===== src/sv/upc_pkg.sv =====
package upc_pkg;

  // Queue depth between the classifier and the emitter.
  localparam int QUEUE_DEPTH = 4;

  // Configuration register indexes.
  localparam int CFG_IDX_W = 1;
  localparam logic [CFG_IDX_W-1:0] REG_DECODE_MODE   = 1'b0;
  localparam logic [CFG_IDX_W-1:0] REG_HEX_LOWERCASE = 1'b1;

  // Character codes and hex digit offsets.
  localparam logic [7:0] CH_PLUS       = 8'h2B;
  localparam logic [7:0] CH_PERCENT    = 8'h25;
  localparam logic [7:0] CH_SPACE      = 8'h20;
  localparam logic [7:0] CH_TILDE      = 8'h7E;
  localparam logic [7:0] CH_DASH       = 8'h2D;
  localparam logic [7:0] CH_UNDERSCORE = 8'h5F;
  localparam logic [7:0] CH_DOT        = 8'h2E;
  localparam logic [7:0] DIGIT_OFS     = 8'd48;
  localparam logic [7:0] UPPER_OFS     = 8'd55;
  localparam logic [7:0] LOWER_OFS     = 8'd87;

  // Marks a byte that is no hex digit.
  localparam logic [4:0] HEX_NONE = 5'd16;

  // Decoder escape progress.
  typedef enum logic [1:0] {
    ESC_IDLE = 2'd0,
    ESC_HIGH = 2'd1,
    ESC_LOW  = 2'd2
  } esc_phase_t;

  // Configuration register contents.
  typedef struct packed {
    logic decode_mode;
    logic hex_lowercase;
  } cfg_t;

  // One classified item: either a single result beat, or a three-beat
  // escape whose first byte is b0 and whose last beat carries the end mark.
  typedef struct packed {
    logic       wide;
    logic [7:0] b0;
    logic [7:0] b1;
    logic [7:0] b2;
    logic       last;
    logic       err;
  } job_t;

endpackage


===== src/sv/upc_ifs.sv =====
// Input byte channel.
interface upc_in_if;
  logic       valid;
  logic       ready;
  logic [7:0] in_byte;
  logic       in_last;

  modport source (output valid, output in_byte, output in_last, input ready);
  modport sink   (input valid, input in_byte, input in_last, output ready);
endinterface

// Result byte channel.
interface upc_out_if;
  logic       valid;
  logic       ready;
  logic [7:0] out_byte;
  logic       out_last;
  logic       out_error;

  modport source (output valid, output out_byte, output out_last, output out_error,
                  input ready);
  modport sink   (input valid, input out_byte, input out_last, input out_error,
                  output ready);
endinterface

// Configuration write channel.
interface upc_cfg_if;
  logic                           valid;
  logic                           ready;
  logic [upc_pkg::CFG_IDX_W-1:0]  index;
  logic                           data;

  modport source (output valid, output index, output data, input ready);
  modport sink   (input valid, input index, input data, output ready);
endinterface


===== src/sv/url_percent_codec_core.sv =====
// Channel   Dir  Beat contents
// in_ch     in   in_byte, in_last (one raw byte)
// out_ch    out  out_byte, out_last, out_error (one converted byte)
// cfg_ch    in   index, data (one register write)
//
// A byte is taken every cycle while the job queue has room; the classifier
// keeps the decoder escape state and hands one job per result-producing byte.
// The emitter sends 1 beat per job, or 3 for an escaped encoder byte, from the
// single output register. Reset (rst_n low, synchronous) clears the queue,
// escape state and registers. Stalls on out_ch fill the queue, after which
// in_ch.ready drops.
module url_percent_codec_core #(
  parameter int QUEUE_DEPTH = upc_pkg::QUEUE_DEPTH
) (
  input  logic       clk,
  input  logic       rst_n,
  upc_in_if.sink     in_ch,
  upc_out_if.source  out_ch,
  upc_cfg_if.sink    cfg_ch
);

  upc_pkg::cfg_t cfg_r, cfg_nxt;
  upc_pkg::job_t push_job, pop_job;
  logic          q_push, q_full, q_pop, q_empty;

  // Configuration registers.
  assign cfg_ch.ready = 1'b1;

  always_comb begin
    cfg_nxt = cfg_r;
    if (cfg_ch.valid) begin
      unique case (cfg_ch.index)
        upc_pkg::REG_DECODE_MODE:   cfg_nxt.decode_mode   = cfg_ch.data;
        upc_pkg::REG_HEX_LOWERCASE: cfg_nxt.hex_lowercase = cfg_ch.data;
        default:                    cfg_nxt = cfg_r;
      endcase
    end
  end

  always_ff @(posedge clk) begin
    if (!rst_n) cfg_r <= '0;
    else cfg_r <= cfg_nxt;
  end

  upc_front u_front (
    .clk    (clk),
    .rst_n  (rst_n),
    .cfg    (cfg_r),
    .in_ch  (in_ch),
    .q_full (q_full),
    .q_push (q_push),
    .q_job  (push_job)
  );

  upc_queue #(.DEPTH(QUEUE_DEPTH)) u_queue (
    .clk      (clk),
    .rst_n    (rst_n),
    .push     (q_push),
    .push_job (push_job),
    .full     (q_full),
    .pop      (q_pop),
    .pop_job  (pop_job),
    .empty    (q_empty)
  );

  upc_back u_back (
    .clk     (clk),
    .rst_n   (rst_n),
    .q_empty (q_empty),
    .q_job   (pop_job),
    .q_pop   (q_pop),
    .out_ch  (out_ch)
  );

endmodule


===== src/sv/upc_front.sv =====
module upc_front (
  input  logic           clk,
  input  logic           rst_n,
  input  upc_pkg::cfg_t  cfg,
  upc_in_if.sink         in_ch,
  input  logic           q_full,
  output logic           q_push,
  output upc_pkg::job_t  q_job
);

  upc_pkg::esc_phase_t phase_r, phase_nxt;
  logic [3:0]          nib_r, nib_nxt;
  logic                fire;
  logic                job_valid;
  logic [4:0]          dig;
  logic [7:0]          c;

  // Value of a hex digit, or the no-digit mark.
  function automatic logic [4:0] hex_value(input logic [7:0] b);
    logic [4:0] v;
    v = upc_pkg::HEX_NONE;
    if (b >= 8'h30 && b <= 8'h39) v = 5'(b - upc_pkg::DIGIT_OFS);
    else if (b >= 8'h41 && b <= 8'h46) v = 5'(b - upc_pkg::UPPER_OFS);
    else if (b >= 8'h61 && b <= 8'h66) v = 5'(b - upc_pkg::LOWER_OFS);
    return v;
  endfunction

  // ASCII character for one nibble.
  function automatic logic [7:0] nibble_char(input logic [3:0] v, input logic lower);
    logic [7:0] r;
    if (v > 4'd9) r = {4'd0, v} + (lower ? upc_pkg::LOWER_OFS : upc_pkg::UPPER_OFS);
    else r = {4'd0, v} + upc_pkg::DIGIT_OFS;
    return r;
  endfunction

  // Unreserved characters that the encoder passes as they are.
  function automatic logic passes_plain(input logic [7:0] b);
    return (b >= 8'h30 && b <= 8'h39) || (b >= 8'h41 && b <= 8'h5A) ||
           (b >= 8'h61 && b <= 8'h7A) || b == upc_pkg::CH_DASH ||
           b == upc_pkg::CH_UNDERSCORE || b == upc_pkg::CH_DOT ||
           b == upc_pkg::CH_TILDE;
  endfunction

  assign c           = in_ch.in_byte;
  assign dig         = hex_value(c);
  assign in_ch.ready = !q_full;
  assign fire        = in_ch.valid && in_ch.ready;
  assign q_push      = fire && job_valid;

  // Escape tracking for the decoder.
  always_comb begin
    phase_nxt = upc_pkg::ESC_IDLE;
    nib_nxt   = '0;
    if (!fire) begin
      phase_nxt = phase_r;
      nib_nxt   = nib_r;
    end else if (cfg.decode_mode) begin
      unique case (phase_r)
        upc_pkg::ESC_HIGH: begin
          if (!dig[4] && !in_ch.in_last) begin
            phase_nxt = upc_pkg::ESC_LOW;
            nib_nxt   = dig[3:0];
          end
        end
        upc_pkg::ESC_LOW: phase_nxt = upc_pkg::ESC_IDLE;
        default: begin
          if (c == upc_pkg::CH_PERCENT && !in_ch.in_last) phase_nxt = upc_pkg::ESC_HIGH;
        end
      endcase
    end
  end

  // Classify the beat into the job for the emitter.
  always_comb begin
    q_job      = '0;
    q_job.last = in_ch.in_last;
    job_valid  = 1'b1;
    if (!cfg.decode_mode) begin
      if (passes_plain(c)) begin
        q_job.b0 = c;
      end else if (c == upc_pkg::CH_SPACE) begin
        q_job.b0 = upc_pkg::CH_PLUS;
      end else begin
        q_job.wide = 1'b1;
        q_job.b0   = upc_pkg::CH_PERCENT;
        q_job.b1   = nibble_char(c[7:4], cfg.hex_lowercase);
        q_job.b2   = nibble_char(c[3:0], cfg.hex_lowercase);
      end
    end else begin
      unique case (phase_r)
        upc_pkg::ESC_HIGH: begin
          // A bad digit or a cut-off escape reports an error; otherwise wait.
          if (dig[4] || in_ch.in_last) q_job.err = 1'b1;
          else job_valid = 1'b0;
        end
        upc_pkg::ESC_LOW: begin
          if (dig[4]) q_job.err = 1'b1;
          else q_job.b0 = {nib_r, dig[3:0]};
        end
        default: begin
          if (c == upc_pkg::CH_PLUS) begin
            q_job.b0 = upc_pkg::CH_SPACE;
          end else if (c == upc_pkg::CH_PERCENT) begin
            if (in_ch.in_last) q_job.err = 1'b1;
            else job_valid = 1'b0;
          end else begin
            q_job.b0 = c;
          end
        end
      endcase
    end
  end

  always_ff @(posedge clk) begin
    if (!rst_n) begin
      phase_r <= upc_pkg::ESC_IDLE;
      nib_r   <= '0;
    end else begin
      phase_r <= phase_nxt;
      nib_r   <= nib_nxt;
    end
  end

endmodule


===== src/sv/upc_queue.sv =====
module upc_queue #(
  parameter int DEPTH = upc_pkg::QUEUE_DEPTH
) (
  input  logic           clk,
  input  logic           rst_n,
  input  logic           push,
  input  upc_pkg::job_t  push_job,
  output logic           full,
  input  logic           pop,
  output upc_pkg::job_t  pop_job,
  output logic           empty
);

  localparam int PTR_W = $clog2(DEPTH);
  localparam int CNT_W = $clog2(DEPTH + 1);

  upc_pkg::job_t     slot_r [DEPTH];
  logic [PTR_W-1:0]  wr_ptr_r, wr_ptr_nxt;
  logic [PTR_W-1:0]  rd_ptr_r, rd_ptr_nxt;
  logic [CNT_W-1:0]  count_r, count_nxt;
  logic              do_push, do_pop;

  assign full    = (count_r == CNT_W'(DEPTH));
  assign empty   = (count_r == '0);
  assign do_push = push && !full;
  assign do_pop  = pop && !empty;
  assign pop_job = slot_r[rd_ptr_r];

  // Pointer wrap and fill count.
  always_comb begin
    wr_ptr_nxt = wr_ptr_r;
    rd_ptr_nxt = rd_ptr_r;
    count_nxt  = count_r;
    if (do_push) wr_ptr_nxt = (wr_ptr_r == PTR_W'(DEPTH - 1)) ? '0 : wr_ptr_r + 1'b1;
    if (do_pop)  rd_ptr_nxt = (rd_ptr_r == PTR_W'(DEPTH - 1)) ? '0 : rd_ptr_r + 1'b1;
    if (do_push && !do_pop) count_nxt = count_r + 1'b1;
    else if (do_pop && !do_push) count_nxt = count_r - 1'b1;
  end

  always_ff @(posedge clk) begin
    if (do_push) slot_r[wr_ptr_r] <= push_job;
  end

  always_ff @(posedge clk) begin
    if (!rst_n) begin
      wr_ptr_r <= '0;
      rd_ptr_r <= '0;
      count_r  <= '0;
    end else begin
      wr_ptr_r <= wr_ptr_nxt;
      rd_ptr_r <= rd_ptr_nxt;
      count_r  <= count_nxt;
    end
  end

endmodule


===== src/sv/upc_back.sv =====
module upc_back (
  input  logic           clk,
  input  logic           rst_n,
  input  logic           q_empty,
  input  upc_pkg::job_t  q_job,
  output logic           q_pop,
  upc_out_if.source      out_ch
);

  logic [1:0] idx_r, idx_nxt;
  logic       out_valid_r, out_valid_nxt;
  logic [7:0] byte_r, byte_nxt;
  logic       last_r, last_nxt;
  logic       err_r, err_nxt;
  logic       load;
  logic       final_beat;

  // The output register takes a new beat when it is empty or being drained.
  assign load       = !q_empty && (!out_valid_r || out_ch.ready);
  assign final_beat = !q_job.wide || (idx_r == 2'd2);
  assign q_pop      = load && final_beat;

  // Pick the beat of the current job.
  always_comb begin
    case (idx_r)
      2'd1:    byte_nxt = q_job.b1;
      2'd2:    byte_nxt = q_job.b2;
      default: byte_nxt = q_job.b0;
    endcase
    last_nxt = final_beat && q_job.last;
    err_nxt  = q_job.err;
  end

  always_comb begin
    idx_nxt       = idx_r;
    out_valid_nxt = out_valid_r && !out_ch.ready;
    if (load) begin
      idx_nxt       = final_beat ? 2'd0 : idx_r + 2'd1;
      out_valid_nxt = 1'b1;
    end
  end

  always_ff @(posedge clk) begin
    if (load) begin
      byte_r <= byte_nxt;
      last_r <= last_nxt;
      err_r  <= err_nxt;
    end
  end

  always_ff @(posedge clk) begin
    if (!rst_n) begin
      idx_r       <= 2'd0;
      out_valid_r <= 1'b0;
    end else begin
      idx_r       <= idx_nxt;
      out_valid_r <= out_valid_nxt;
    end
  end

  assign out_ch.valid     = out_valid_r;
  assign out_ch.out_byte  = byte_r;
  assign out_ch.out_last  = last_r;
  assign out_ch.out_error = err_r;

endmodule


===== src/flat_wrapper.sv =====
// flat-port wrapper written by rule: the top's interface ports become plain ports
module url_percent_codec_core_flat 
#(
  parameter int QUEUE_DEPTH = upc_pkg::QUEUE_DEPTH
)
  (clk, rst_n, in_ch_valid, in_ch_in_byte, in_ch_in_last, in_ch_ready, out_ch_valid, out_ch_out_byte, out_ch_out_last, out_ch_out_error, out_ch_ready, cfg_ch_valid, cfg_ch_index, cfg_ch_data, cfg_ch_ready);
  upc_in_if in_ch_i ();
  upc_out_if out_ch_i ();
  upc_cfg_if cfg_ch_i ();
  input  logic clk;
  input  logic rst_n;
  input wire logic [$bits(in_ch_i.valid)-1:0] in_ch_valid;
  input wire logic [$bits(in_ch_i.in_byte)-1:0] in_ch_in_byte;
  input wire logic [$bits(in_ch_i.in_last)-1:0] in_ch_in_last;
  output wire logic [$bits(in_ch_i.ready)-1:0] in_ch_ready;
  output wire logic [$bits(out_ch_i.valid)-1:0] out_ch_valid;
  output wire logic [$bits(out_ch_i.out_byte)-1:0] out_ch_out_byte;
  output wire logic [$bits(out_ch_i.out_last)-1:0] out_ch_out_last;
  output wire logic [$bits(out_ch_i.out_error)-1:0] out_ch_out_error;
  input wire logic [$bits(out_ch_i.ready)-1:0] out_ch_ready;
  input wire logic [$bits(cfg_ch_i.valid)-1:0] cfg_ch_valid;
  input wire logic [$bits(cfg_ch_i.index)-1:0] cfg_ch_index;
  input wire logic [$bits(cfg_ch_i.data)-1:0] cfg_ch_data;
  output wire logic [$bits(cfg_ch_i.ready)-1:0] cfg_ch_ready;
  assign in_ch_i.valid = in_ch_valid;
  assign in_ch_i.in_byte = in_ch_in_byte;
  assign in_ch_i.in_last = in_ch_in_last;
  assign in_ch_ready = in_ch_i.ready;
  assign out_ch_valid = out_ch_i.valid;
  assign out_ch_out_byte = out_ch_i.out_byte;
  assign out_ch_out_last = out_ch_i.out_last;
  assign out_ch_out_error = out_ch_i.out_error;
  assign out_ch_i.ready = out_ch_ready;
  assign cfg_ch_i.valid = cfg_ch_valid;
  assign cfg_ch_i.index = cfg_ch_index;
  assign cfg_ch_i.data = cfg_ch_data;
  assign cfg_ch_ready = cfg_ch_i.ready;
  url_percent_codec_core #(.QUEUE_DEPTH(QUEUE_DEPTH)) u_core (.clk(clk), .rst_n(rst_n), .in_ch(in_ch_i), .out_ch(out_ch_i), .cfg_ch(cfg_ch_i));
endmodule

===== config.mk =====
export PLATFORM = sky130hd
export DESIGN_NAME = url_percent_codec_core_flat
export DESIGN_NICKNAME = d
export VERILOG_FILES = /design/src/sv/upc_pkg.sv /design/src/sv/upc_ifs.sv /design/src/sv/url_percent_codec_core.sv /design/src/sv/upc_front.sv /design/src/sv/upc_queue.sv /design/src/sv/upc_back.sv /design/src/flat_wrapper.sv
export SDC_FILE = /design/constraint.sdc
export NUM_CORES = 1
export LEC_CHECK = 0
export BUFFER_PORTS_ARGS = -buffer_cell sky130_fd_sc_hd__buf_2
export CORE_UTILIZATION = 40
export CTS_BUF_LIST = sky130_fd_sc_hd__clkbuf_4 sky130_fd_sc_hd__clkbuf_8
export DETAILED_ROUTE_END_ITERATION = 7
export SYNTH_ARGS = -nofsm -noshare
export SYNTH_HDL_FRONTEND = slang
export SYNTH_SLANG_ARGS = --single-unit

===== constraint.sdc =====
create_clock -name clk -period 5 [get_ports clk]
set_input_delay 0.25 -clock clk [delete_from_list [all_inputs] [get_ports clk]]
set_output_delay 0.25 -clock clk [all_outputs]
set_load 0.01 [all_outputs]

* Word level (Yosys, flattened, before mapping)
Memories as Yosys holds them, arrays and structs flattened. A register that Yosys moved wholly into a read port is not among the register bits.
Index checks and enable logic that the tools add are counted.
** Word-level totals
- Bits of input ports :: 16
- Output and inout port bits :: 13
- Memories kept :: 1
- Memory bits (writable) :: 108
- Bits in registers :: 28
- Logic and storage cells :: 137
** Operators by class
- Reduce and logical (&&, ||, !) cells :: 39
- Multiplexer cells :: 48
- Equal/unequal tests :: 14
- Add/subtract/negate cells :: 12
- Bitwise gates (word level) :: 1
- $lt $le $gt $ge :: 10
** Memories
- u_core.u_queue.slot_r :: words 4, bits a word 27, rd ports 1, clocked after Yosys merged registers in 1, write ports 1, RTL line upc_queue.sv:17 : upc_pkg::job_t slot_r [DEPTH];
** Operator list (number)
- $mux W8 :: 7
- $mux W16 :: 3
- $eq A8 B6 Y1 const B :: 5
- $le A8 B7 Y1 const B :: 4
- $pmux W8 S2 :: 2
- $logic_and A1 B1 Y1 :: 17
- $add A4 B7 Y8 :: 2
- $eq A8 B7 Y1 const B :: 2
- $ge A8 B7 Y1 const B :: 2
- $mux W1 :: 16
- $mux W4 :: 4
- $mux W5 :: 3
- $sub A5 B5 Y5 const B :: 3
- $add A4 B6 Y7 const B :: 2
- $mux W2 :: 7
- $logic_not A1 Y1 :: 9
- $logic_or A1 B1 Y1 :: 9
- $eq A2 B2 Y1 const B :: 4
- $ge A8 B6 Y1 const B :: 1
- $gt A4 B4 Y1 const B :: 2
- $le A8 B6 Y1 const B :: 1
- $mux W7 :: 1
- $add A2 B1 Y2 const B :: 3
- $mux W3 :: 2
- other kinds (10) :: 13

* Depth between registers and ports, before layout
Gate-level depths: netlist of the first run.
- Word-level depth :: 15
- Depth in mapped cells :: 15
- Gate-level depth less buffers :: 13

* Cells and area by module
From an unflattened synthesis of the first run, not the netlist that was laid out.
** Second synthesis, totals
- Cells, all modules :: 466
- Area total of the unflattened synthesis :: 6606.3 um^2
** By module, submodules not included
- upc_queue :: seq. area each 3423.3 um^2, area an instance 4424.2 um^2, cells each 192, instances 1
- upc_front :: seq. area each 120.1 um^2, area an instance 1450.1 um^2, cells each 206, instances 1
- upc_back :: seq. area each 360.3 um^2, area an instance 629.4 um^2, cells each 57, instances 1
- url_percent_codec_core :: seq. area each 40.0 um^2, area an instance 102.6 um^2, cells each 11, instances 1

* Worst setup path after synthesis of the first run
OpenSTA, ideal clock, no wires.
- Path type :: input port to flip-flop
- Start :: in in_ch_in_byte[1]
- End :: reg u_core.u_queue.count_r[2]
- Stages :: 14
- Setup time :: 0.076 ns
- Data arrival time :: 3.525 ns
- Buffers on the path :: 1
- Data required time :: 4.924 ns
- Slack :: 1.399 ns
- Cell sequence :: clkbuf_1 > inv_1 > ha_1 > or4b_1 > a31oi_1 > o21bai_2 > nand4_2 > a311oi_4 > ha_1 > inv_1 > fa_1 > xor2_1 > or3_1 > a21boi_0
** Between the ends
- Longest elaborated chain between the ends :: 14
- Elaborated cells on any way between the ends :: 30
- Classes of those cells :: add/sub: 3; order compare: 6; eq/ne: 2; mux: 9; reduce/logical: 10
** RTL lines
- start: declaration :: RTL line flat_wrapper.sv:13 : input wire logic [$bits(in_ch_i.in_byte)-1:0] in_ch_in_byte;
- $ge A8 B7 Y1 or $le A8 B7 Y1 (tied branches) :: RTL line upc_front.sv:24 : else if (b >= 8'h61 && b <= 8'h66) v = 5'(b - upc_pkg::LOWER_OFS);
- $logic_and A1 B1 Y1 :: RTL line upc_front.sv:24
- $mux W5 :: RTL line upc_front.sv:24
- $mux W5 :: RTL line upc_front.sv:23 : else if (b >= 8'h41 && b <= 8'h46) v = 5'(b - upc_pkg::UPPER_OFS);
- $mux W5 :: RTL line upc_front.sv:22 : if (b >= 8'h30 && b <= 8'h39) v = 5'(b - upc_pkg::DIGIT_OFS);
- $logic_or A1 B1 Y1 :: RTL line upc_front.sv:93 : if (dig[4] || in_ch.in_last) q_job.err = 1'b1;
- $mux W1 :: RTL line upc_front.sv:93
- $pmux W1 S2 * :: RTL line upc_front.sv:90 : unique case (phase_r)
- $mux W1 * :: RTL line upc_front.sv:78 : if (!cfg.decode_mode) begin
- $logic_and A1 B1 Y1 * :: RTL line upc_front.sv:48 : assign q_push = fire && job_valid;
- $logic_and A1 B1 Y1 * :: RTL line upc_queue.sv:25 : assign do_push = push && !full;
- named net u_core.u_queue.do_push :: RTL line upc_queue.sv:21 : logic do_push, do_pop;
- $logic_not A1 Y1 :: RTL line upc_queue.sv:37 : else if (do_pop && !do_push) count_nxt = count_r - 1'b1;
- $logic_and A1 B1 Y1 :: RTL line upc_queue.sv:37
- $reduce_bool A2 Y1 (no source line)
- end signal: assignment :: RTL line upc_queue.sv:52 : count_r <= count_nxt;
- end: declaration :: RTL line upc_queue.sv:20 : logic [CNT_W-1:0] count_r, count_nxt;
Mark *: on every way through the listed nets, which the timed path passes. The rest lies on a longest branch.
A chain may end at the register's enable or synchronous reset.

* Worst setup path in the final report of the first run
- Start :: in in_ch_in_byte[0]
- End :: reg u_core.u_queue.count_r[2]
Same word-level chain as after synthesis.

==> metrics, run 1 <==
Core Area 0.0146 mm²; post-CTS setup buffer count 0; Post-synth EDFFs 110; Post-CTS Resized 0; Final Hold Fails 0; slowest CP cell or4b_1; syn_area_per_cell roughly 14 µm²; min Tclk post-route 3.44 ns; die width 125 µm; htree depth 4; Tightest Pin Transition approximately 0.92 ns; Main synth FF type edfxtp_1; Sink Count 130; pin count of the biggest net entering global routing 26; worst hold path depth 3; relative slew slack 38.1%; wire per inst 18.6 µm; post-synth top area share 54.5%; Buf/Inv on CP 3; vias in the first global route 3,619; gr usage total 16.9%; required time at the worst-slack endpoint approximately 5.4 ns; number of diodes 0; synth top area cells edfxtp_1 55%, mux4_2 9.3%, dfxtp_1 6.6%, ha_1 4.1%, nand2_1 2.2%; worst path arrival time 3.81 ns; CTS root buffer clkbuf_8; leakage 2.37 nW; antenna violations before repair 0; CTS max path bufs 2; Hold Path Sink u_core.cfg_r[0]$_SDFFE_PN0P_; CP Launch Type input port; CP delay by family, top compound AO/OA/AOI/OAI gates; CTS tree built; Async SR Flop Fraction 0%; Cell Area, Synth 0.00606 mm²; final core area utilization 46.2%; Max-cap violations 0; first-pass GRT wire length between 15,000 and 20,000 µm; outcome complete, no violations; Max Fclk between 0.2 and 0.3 GHz; initial drt markers 283; Worst setup EP type register; insertion delay to the later sink of the worst-skew pair 0.44 ns; flops & latches, synth 130; effective utilization at floorplan 41.4%; count leader, synth edfxtp_1; CP peak stage delay 0.48 ns; HP Start cfg_ch_data; post-DP HPWL 8400 µm; row cnt 44; Detail Route Antenna Nets 0; Crit Path Class input port to register; CTS Buf Count 17; Die Y 125 µm; placed insts 635; worst IR drop on VDD 0.000166 V; GP Congestion 0.867; crit-path cells buf_2 > inv_1 > ha_1 > or4b_1 > o211ai_1 > o21bai_2 > nand4_2 > a311oi_4 > ha_1 > inv_1 > fa_1 > xor2_1 > or3_1 > a21boi_0; Max Clock Skew roughly 0.012 ns; Net Count, Synth 477; unrepaired setup endpoints after global routing false; nets 507; # port buffers 27; yosys warns 0; drt drc 0; Vias per Instance 5.46; library cells used by synthesis 55; period utilization 68.9%; Non-Filler Instances 667; PD cells around 460 mW/mm²; Hold-fix buffers, CTS 0; worst-case reg-to-reg path depth 11; boundary pin count 29; synth cell count leaders 110 x edfxtp_1, 35 x nand2_1, 29 x nor2_1; reg2reg end u_core.u_queue.count_r[2]$_SDFFE_PN0P_; Area Growth Syn to Fin 11.6%; Hold WC Path Type input port to register; Syn Inst Count 440; clock-pin transition on the worst setup and hold timing paths 0.07 ns; Worst setup startpoint in_ch_in_byte[0]; die footprint 0.0156 mm²; final setup fails 0; vias 3,644; R2R Setup Slk 1.95 ns; Levels on crit path 14; drt total wl 12,400 µm; Post-Route Setup TNS 0 ns; Synth area leader edfxtp_1; GRT overflow 0; Seq/Total Area, Yosys around 61%; Slew Viols, Final 0; drt pass-1 iters 7; layout cell share with drive strength beyond 1 20.9%; CP Max Fanout 9
==> registers in the layout, summed over array words and instances, names as in the netlist, 2 cells and up, named ones only <==
name / count
u_core.u_queue.rd_ptr_r: 2
u_core.u_queue.wr_ptr_r: 2
u_core.u_back.out_ch.out_byte: 8
u_core.u_back.idx_r: 2
u_core.u_queue.slot_r: 100
u_core.cfg_r: 2
u_core.u_front.nib_r: 4
u_core.u_front.phase_r: 2
u_core.u_queue.count_r: 3
==> where the power goes <==
group / internal [W] / leakage [nW] / switching [W]
logic: 0.000331 / 0.981 / 0.000463
clock network: 0.000491 / 0.208 / 0.000359
registers: 0.00140 / 1.18 / 0.0000562
total: 0.00222 / 2.37 / 0.000879
==> cell usage in the layout, fill, tap and decap left out, types with 4 or more instances in the layout <==
cell        n
a21boi_0    8
ha_1       20
clkbuf_4    6
nand3_1     4
and2_1      7
clkbuf_8   22
a31oi_1    11
dfxtp_1    19
edfxtp_1  110
mux4_2     25
xnor2_1     5
a22oi_1    11
nor2_1     29
inv_1      19
buf_4       6
and3_1      6
a21oi_1    15
buf_2      27
nor3_1      7
o21ai_0    17
nor2b_1    15
nand2_1    35
mux2i_1     7
o211ai_1    6
==> per-stage QoR <==
step / setup WS [ns] / hold slack [ns] / power (W) / instance area (µm²)
3_5_place_dp: 1.13 / 0.464 / 0.00229 / 6370
3_3_place_gp: 1.25 / 0.458 / 0.00227 / 6370
6_report: 1.56 / 0.0852 / 0.00310 / 6770
4_1_cts: 1.59 / 0.0634 / 0.00313 / 6770
5_1_grt: 1.34 / 0.0790 / 0.00326 / 6770
2_1_floorplan: 1.40 / 0.349 / 0.00204 / 6060
==> tightest hold or removal path: cells and delay by family <==
kind	cells	cell delay, ns
and+or+nand+nor	1	0.06
AOI/OAI and AO/OA	1	0.07
buffers and inverters	1	0.11
==> logic make-up (layout without fill, tap and decap cells) <==
group / Yosys count / after routing / share of synthesized area, %
buf+inv: 41 / 84 / 2.85
flops: 130 / 130 / 61.1
compound gates: 85 / 85 / 9.64
xor+xnor: 7 / 7 / 1.01
fa+ha+maj: 21 / 21 / 4.46
other cells: 1 / 1 / 0.0619
simple gates: 123 / 123 / 10.4
mux: 32 / 32 / 10.4
==> how the worst max path moves through the flow <==
stage | to
global route | u_core.u_queue.count_r[2]$_SDFFE_PN0P_
CTS | u_core.u_queue.count_r[2]$_SDFFE_PN0P_
detailed placement | u_core.u_queue.count_r[2]$_SDFFE_PN0P_
floorplan | u_core.u_queue.count_r[2]$_SDFFE_PN0P_
finish | u_core.u_queue.count_r[2]$_SDFFE_PN0P_
global placement | u_core.u_queue.count_r[2]$_SDFFE_PN0P_
==> metal layers <==
layer,routed length (µm),up-vias,global-route usage (%)
met5,0,-,0
met4,264,0,7.60
met3,461,17,3.34
met2,6110,87,27.9
met1,5560,1812,21.7
li1,-,1728,-
==> area by class of cell <==
type | count | area (µm²)
fill | 1303 | 7880
sequential | 130 | 3700
multi-input combinational | 269 | 2180
clock buffer | 28 | 348
tap | 184 | 230
timing repair buffer | 33 | 180
inverter | 19 | 71.3
clock inverter | 4 | 47.5
Power figures use the tool's default switching activity.
==> run 2, diff against run 1 <==
--- a/config.mk
+++ b/config.mk
@@ -5,6 +5,7 @@
 export SDC_FILE = /design/constraint.sdc
 export NUM_CORES = 1
 export LEC_CHECK = 0
+export ABC_AREA = 1
 export BUFFER_PORTS_ARGS = -buffer_cell sky130_fd_sc_hd__buf_2
 export CORE_UTILIZATION = 40
 export CTS_BUF_LIST = sky130_fd_sc_hd__clkbuf_4 sky130_fd_sc_hd__clkbuf_8
==> constraint.sdc (replaced) <==
create_clock -name clk -period 2.9 [get_ports clk]
set_input_delay 0.145 -clock clk [delete_from_list [all_inputs] [get_ports clk]]
set_output_delay 0.145 -clock clk [all_outputs]
set_load 0.01 [all_outputs]
==> metrics, run 2 <==
first-pass GRT wire length roughly 23,000 µm; Fin Hold WS about 0.03 ns; antenna violations before repair 0; PD cells 820 mW/mm²; Hold WC Path Type input port to register; pin count of the biggest net entering global routing 47; violated checks design-rule violations; Sw Share 35.4%; period utilization 87.3%; Tightest Pin Transition 0.723 ns; final setup fails 0; row cnt between 40 and 50; CTS root buffer clkbuf_8; Non-Filler Instances 860; Main synth FF type edfxtp_1; insertion delay to the later sink of the worst-skew pair around 0.44 ns; Final Hold Fails 0; post-CTS setup buffer count 0; Max Fclk 0.395 GHz; post-DP HPWL around 9900 µm; Syn Inst Count 603; Async SR Flop Fraction 0%; Comb pwr share 32.9%; Seq pwr share 43.8%; die width 125 µm; # port buffers 27; post-synth top area share 54.2%; worst IR drop on VDD 0.000308 V; number of diodes 0; Post-synth EDFFs 110; CP Max Fanout 8; worst path arrival time 2.86 ns; flops & latches, synth 130; htree depth 4; final setup margin 0.369 ns; max reg flops 100; effective utilization at floorplan 41.5%; Net Count, Synth 640; Sink Count between 100 and 150; most common cell after layout, fill and taps aside edfxtp_1; Max Clock Skew 0.0102 ns; gr usage total 19.3%; Slew Viols, Final 0; syn_area_per_cell 10.1 µm²; Area Growth Syn to Fin 15.6%; wire per inst 16.8 µm; required time at the worst-slack endpoint 3.23 ns; placed insts 820; yosys warns 0; Reg with most FFs u_core.u_queue.slot_r; min Tclk post-route 2.53 ns; Buf/Inv on CP 3; clock-pin transition on the worst setup and hold timing paths 0.07 ns; synth top area cells edfxtp_1 54%, dfxtp_1 6.6%, nand2_1 6.0%, nor2_1 5.2%, o21ai_0 4.6%; Worst setup EP type register; outcome finished with violations; leakage 2.73 nW; GP Congestion roughly 0.84; synth cell count leaders 110 x edfxtp_1, 98 x nand2_1, 84 x nor2_1; CP Launch Type register; CP peak stage delay 0.44 ns; Max-cap violations 0; vias 4,530; Seq/Total Area, Yosys around 60%; most frequent cells in the layout 110 x edfxtp_1, 98 x nand2_1, 80 x nor2_1; relative slew slack 51.3%; CTS tree built; drt total wl roughly 14,000 µm; Post-Route Setup TNS 0 ns; CP delay by family, top adder cells; die footprint 0.0157 mm²; Synth area leader edfxtp_1; vias in the first global route 4,279; nets 700; GRT overflow 0; drt drc 2; Cell Area, Synth 0.00610 mm²; CTS max path bufs 2; crit-path cells inv_1 > ha_1 > a21oi_1 > nor2_1 > inv_1 > ha_1 > inv_1 > fa_1 > a21oi_1 > o21ai_0 > o21ai_0 > a21oi_1; internal power 0.00374 W; Die Y 125 µm; drt pass-1 iters 7; boundary pin count 29; unrepaired setup endpoints after global routing false; CTS Buf Count 17; switching power 0.00204 W; initial drt markers roughly 300; count leader, synth edfxtp_1; Clk pwr share 23.2%; slowest CP cell fa_1; Vias per Instance 5.27; pre-CTS setup slack -0.0249 ns; Core Area 0.0147 mm²; layout cell share with drive strength beyond 1 16.6%; Detail Route Antenna Nets 0; library cells used by synthesis 37; Crit Path Class register to register
-- run 2: layout make-up --
type,count,area (µm²)
Multi-Input combinational cell,394,2090
Clock inverter,6,32.5
Timing Repair Buffer,63,463
Inverter,57,214
Fill cell,1397,7650
Sequential cell,130,3700
Tap cell,184,230
Clock buffer,26,314
-- run 2: tightest hold or removal path: stages --
cell	delay (ns)
buf_2	0.16
nand2_1	0.08
nor2_1	0.04
-- run 2: cells by family (layout without fill, tap and decap cells) --
| logic type | Yosys count | in the layout | share of synthesized area, % |
|---|---|---|---|
| xor gates and xnor gates | 3 | 3 | 0.431 |
| and+or+nand+nor | 236 | 236 | 16.4 |
| DFF | 130 | 130 | 60.8 |
| other | 1 | 1 | 0.0615 |
| AOI/OAI and AO/OA | 133 | 133 | 12.8 |
| buffers and inverters | 79 | 152 | 5.09 |
| adders and majority gates | 21 | 21 | 4.43 |
-- run 2: through the flow --
step           cell area [µm²]  util (%)  power (W)
2_1_floorplan             6100         -    0.00379
4_1_cts                   7050      48.0    0.00583
3_3_place_gp              6620      45.1    0.00443
5_1_grt                   7050      48.0    0.00614
6_report                  7050      48.0    0.00578
3_5_place_dp              6620      45.1    0.00447
-- run 2: worst paths after layout --
| path | startpoint | end | slack [ns] | depth (start not counted) |
|---|---|---|---|---|
| max reg2reg | u_core.u_back.idx_r[0]$_SDFFE_PN0P_ | u_core.u_queue.count_r[2]$_SDFFE_PN0P_ | 0.37 | 12 |
| min reg2reg | u_core.u_queue.count_r[2]$_SDFFE_PN0P_ | u_core.u_queue.count_r[2]$_SDFFE_PN0P_ | 0.49 | 2 |
| min | rst_n | u_core.u_queue.wr_ptr_r[1]$_SDFFE_PN0P_ | 0.03 | 3 |
| max | u_core.u_back.idx_r[0]$_SDFFE_PN0P_ | u_core.u_queue.count_r[2]$_SDFFE_PN0P_ | 0.37 | 12 |
-- run 2: timing repair --
item                                   CTS  global route
endpoints found under the hold margin    7             0
hold buffers                             8             0
resized for setup                        0             0
-- run 2: power by group through the flow --
stage,clock network (W),logic [W],registers [W]
after detailed placement,0,0.00190,0.00257
after floorplan,0,0.00118,0.00261
after global routing,0.00146,0.00212,0.00256
final,0.00134,0.00190,0.00253
after CTS,0.00137,0.00192,0.00253
after global placement,0,0.00187,0.00257
-- run 2: metal layers --
metal / GRT usage (%) / part of all wire (%) / up-vias / wire length (µm)
li1: - / - / 2217 / -
met1: 25.8 / 46 / 2196 / 6620
met2: 31.0 / 49 / 105 / 7040
met3: 3.89 / 4.4 / 12 / 642
met4: 7.10 / 1.3 / 0 / 193
met5: 0 / 0 / - / 0
==> run 3, diff against run 2 <==
--- a/config.mk
+++ b/config.mk
@@ -5,8 +5,8 @@
 export SDC_FILE = /design/constraint.sdc
 export NUM_CORES = 1
 export LEC_CHECK = 0
-export ABC_AREA = 1
 export BUFFER_PORTS_ARGS = -buffer_cell sky130_fd_sc_hd__buf_2
+export CORE_MARGIN = 8
 export CORE_UTILIZATION = 40
 export CTS_BUF_LIST = sky130_fd_sc_hd__clkbuf_4 sky130_fd_sc_hd__clkbuf_8
 export DETAILED_ROUTE_END_ITERATION = 7
==> metrics, run 3 (synthesis results as in run 1) <==
worst path arrival time 3.03 ns; initial drt markers roughly 260; htree depth 4; Hold WC Path Type input port to register; Sink Count 130; Max-cap violations 0; number of diodes 0; wire per inst 18.7 µm; vias in the first global route about 4,000; post-DP HPWL roughly 9200 µm; boundary pin count 29; Area Growth Syn to Fin 17.7%; pin count of the biggest net entering global routing 26; Seq pwr share 46.4%; # port buffers 27; CP Max Fanout 3; row cnt 45; post-CTS setup buffer count 0; drt drc 0; relative slew slack 59.1%; clock-pin transition on the worst setup and hold timing paths 0.07 ns; first-pass GRT wire length 21,600 µm; leakage 2.54 nW; fill count 1,352; layout cell share with drive strength beyond 1 28.1%; most frequent cells in the layout 110 x edfxtp_1, 38 x buf_4, 35 x nand2_1; outcome complete, no violations; internal power 0.00379 W; GRT overflow 0; Slew Viols, Final 0; switching power 0.00161 W; most common cell after layout, fill and taps aside edfxtp_1; die footprint 0.0193 mm²; final setup fails 0; period utilization 92.2%; CTS max path bufs 2; placed insts 675; CTS tree built; PD cells 758 mW/mm²; Sw Share 29.8%; insertion delay to the later sink of the worst-skew pair 0.43 ns; Power Total 0.00540 W; GP Congestion roughly 0.92; min Tclk post-route approximately 2.7 ns; unrepaired setup endpoints after global routing false; Core Area 0.0150 mm²; gr usage total 14.5%; CTS Buf Count 17; Max Fclk 0.374 GHz; vias 3,811; CP Launch Type input port; max reg flops 100; required time at the worst-slack endpoint 3.25 ns; Final Hold Fails 0; worst IR drop on VDD 0.000299 V; Tightest Pin Transition 0.609 ns; drt total wl between 10,000 and 15,000 µm; effective utilization at floorplan 40.5%; Clk pwr share 26.1%; antenna violations before repair 0; Hold-fix buffers, CTS 1; Non-Filler Instances 708; Max Clock Skew roughly 0.016 ns; Worst setup EP type register; Reg with most FFs u_core.u_queue.slot_r; Crit Path Class input port to register; Post-CTS Resized 0; Die Y 139 µm; CTS root buffer clkbuf_8; drt pass-1 iters 5; nets around 540; die width 139 µm; Detail Route Antenna Nets 0; Vias per Instance 5.38; Comb pwr share 27.5%
==> run 3: worst max-delay path: stages <==
cell      delay [ns]
buf_2           0.12
inv_6           0.04
ha_4            0.15
or4b_1          0.55
o211ai_1        0.24
o21bai_4        0.18
nand4_4         0.12
a311oi_4        0.29
ha_2            0.25
inv_2           0.04
fa_2            0.32
xor2_1          0.15
or3_1           0.30
a21boi_1        0.13
==> run 3: final cells by class <==
class | count | area (µm²) | share of cell area, %
repair buffers | 70 | 510 | 7.16
flip-flops and latches | 130 | 3700 | 52.0
inverters | 19 | 76.3 | 1.07
multi-input cells | 269 | 2230 | 31.3
well taps | 188 | 235 | 3.30
clock buffers | 20 | 263 | 3.68
clock inverters | 12 | 110 | 1.54
==> run 3: through the flow <==
step | utilization [%] | area [µm²] | TNS (ns) | setup slack, ns | hold WS (ns)
2_1_floorplan | - | 6130 | -0.270 | -0.245 | 0.244
3_3_place_gp | 45.1 | 6750 | -0.132 | -0.132 | 0.422
3_5_place_dp | 45.1 | 6750 | -0.214 | -0.214 | 0.443
4_1_cts | 47.6 | 7130 | 0 | 0.236 | 0.00612
5_1_grt | 47.6 | 7130 | 0 | 0.0508 | 0.0104
6_report | 47.6 | 7130 | 0 | 0.227 | 0.0287
==> run 3: routing by layer <==
metal	vias up	track usage (%)	share of wire, %
met1	1922	19.2	48
met5	-	0	0
met2	66	22.8	48
met4	0	5.08	1.3
li1	1809	-	-
met3	14	3.30	3.0
==> run 3: path summary, 6_finish.rpt <==
kind | startpoint | to | slack (ns) | cells after the start
worst min-delay path | in_ch_in_last | u_core.u_queue.slot_r[0][1]$_DFFE_PP_ | 0.03 | 1
worst min register to register | u_core.u_front.nib_r[2]$_SDFFE_PN0P_ | u_core.u_front.nib_r[2]$_SDFFE_PN0P_ | 0.48 | 2
worst max-delay path | in_ch_in_byte[1] | u_core.u_queue.count_r[2]$_SDFFE_PN0P_ | 0.23 | 14
worst max register to register | u_core.u_back.idx_r[0]$_SDFFE_PN0P_ | u_core.u_queue.count_r[2]$_SDFFE_PN0P_ | 0.37 | 11
==> run 3: power groups by stage <==
stage | combinational [W] | clock, W | sequential, W
after global routing | 0.00164 | 0.00151 | 0.00254
after detailed placement | 0.00152 | 0 | 0.00255
after global placement | 0.00149 | 0 | 0.00253
after CTS | 0.00152 | 0.00144 | 0.00251
final | 0.00149 | 0.00141 | 0.00251
after floorplan | 0.000965 | 0 | 0.00257
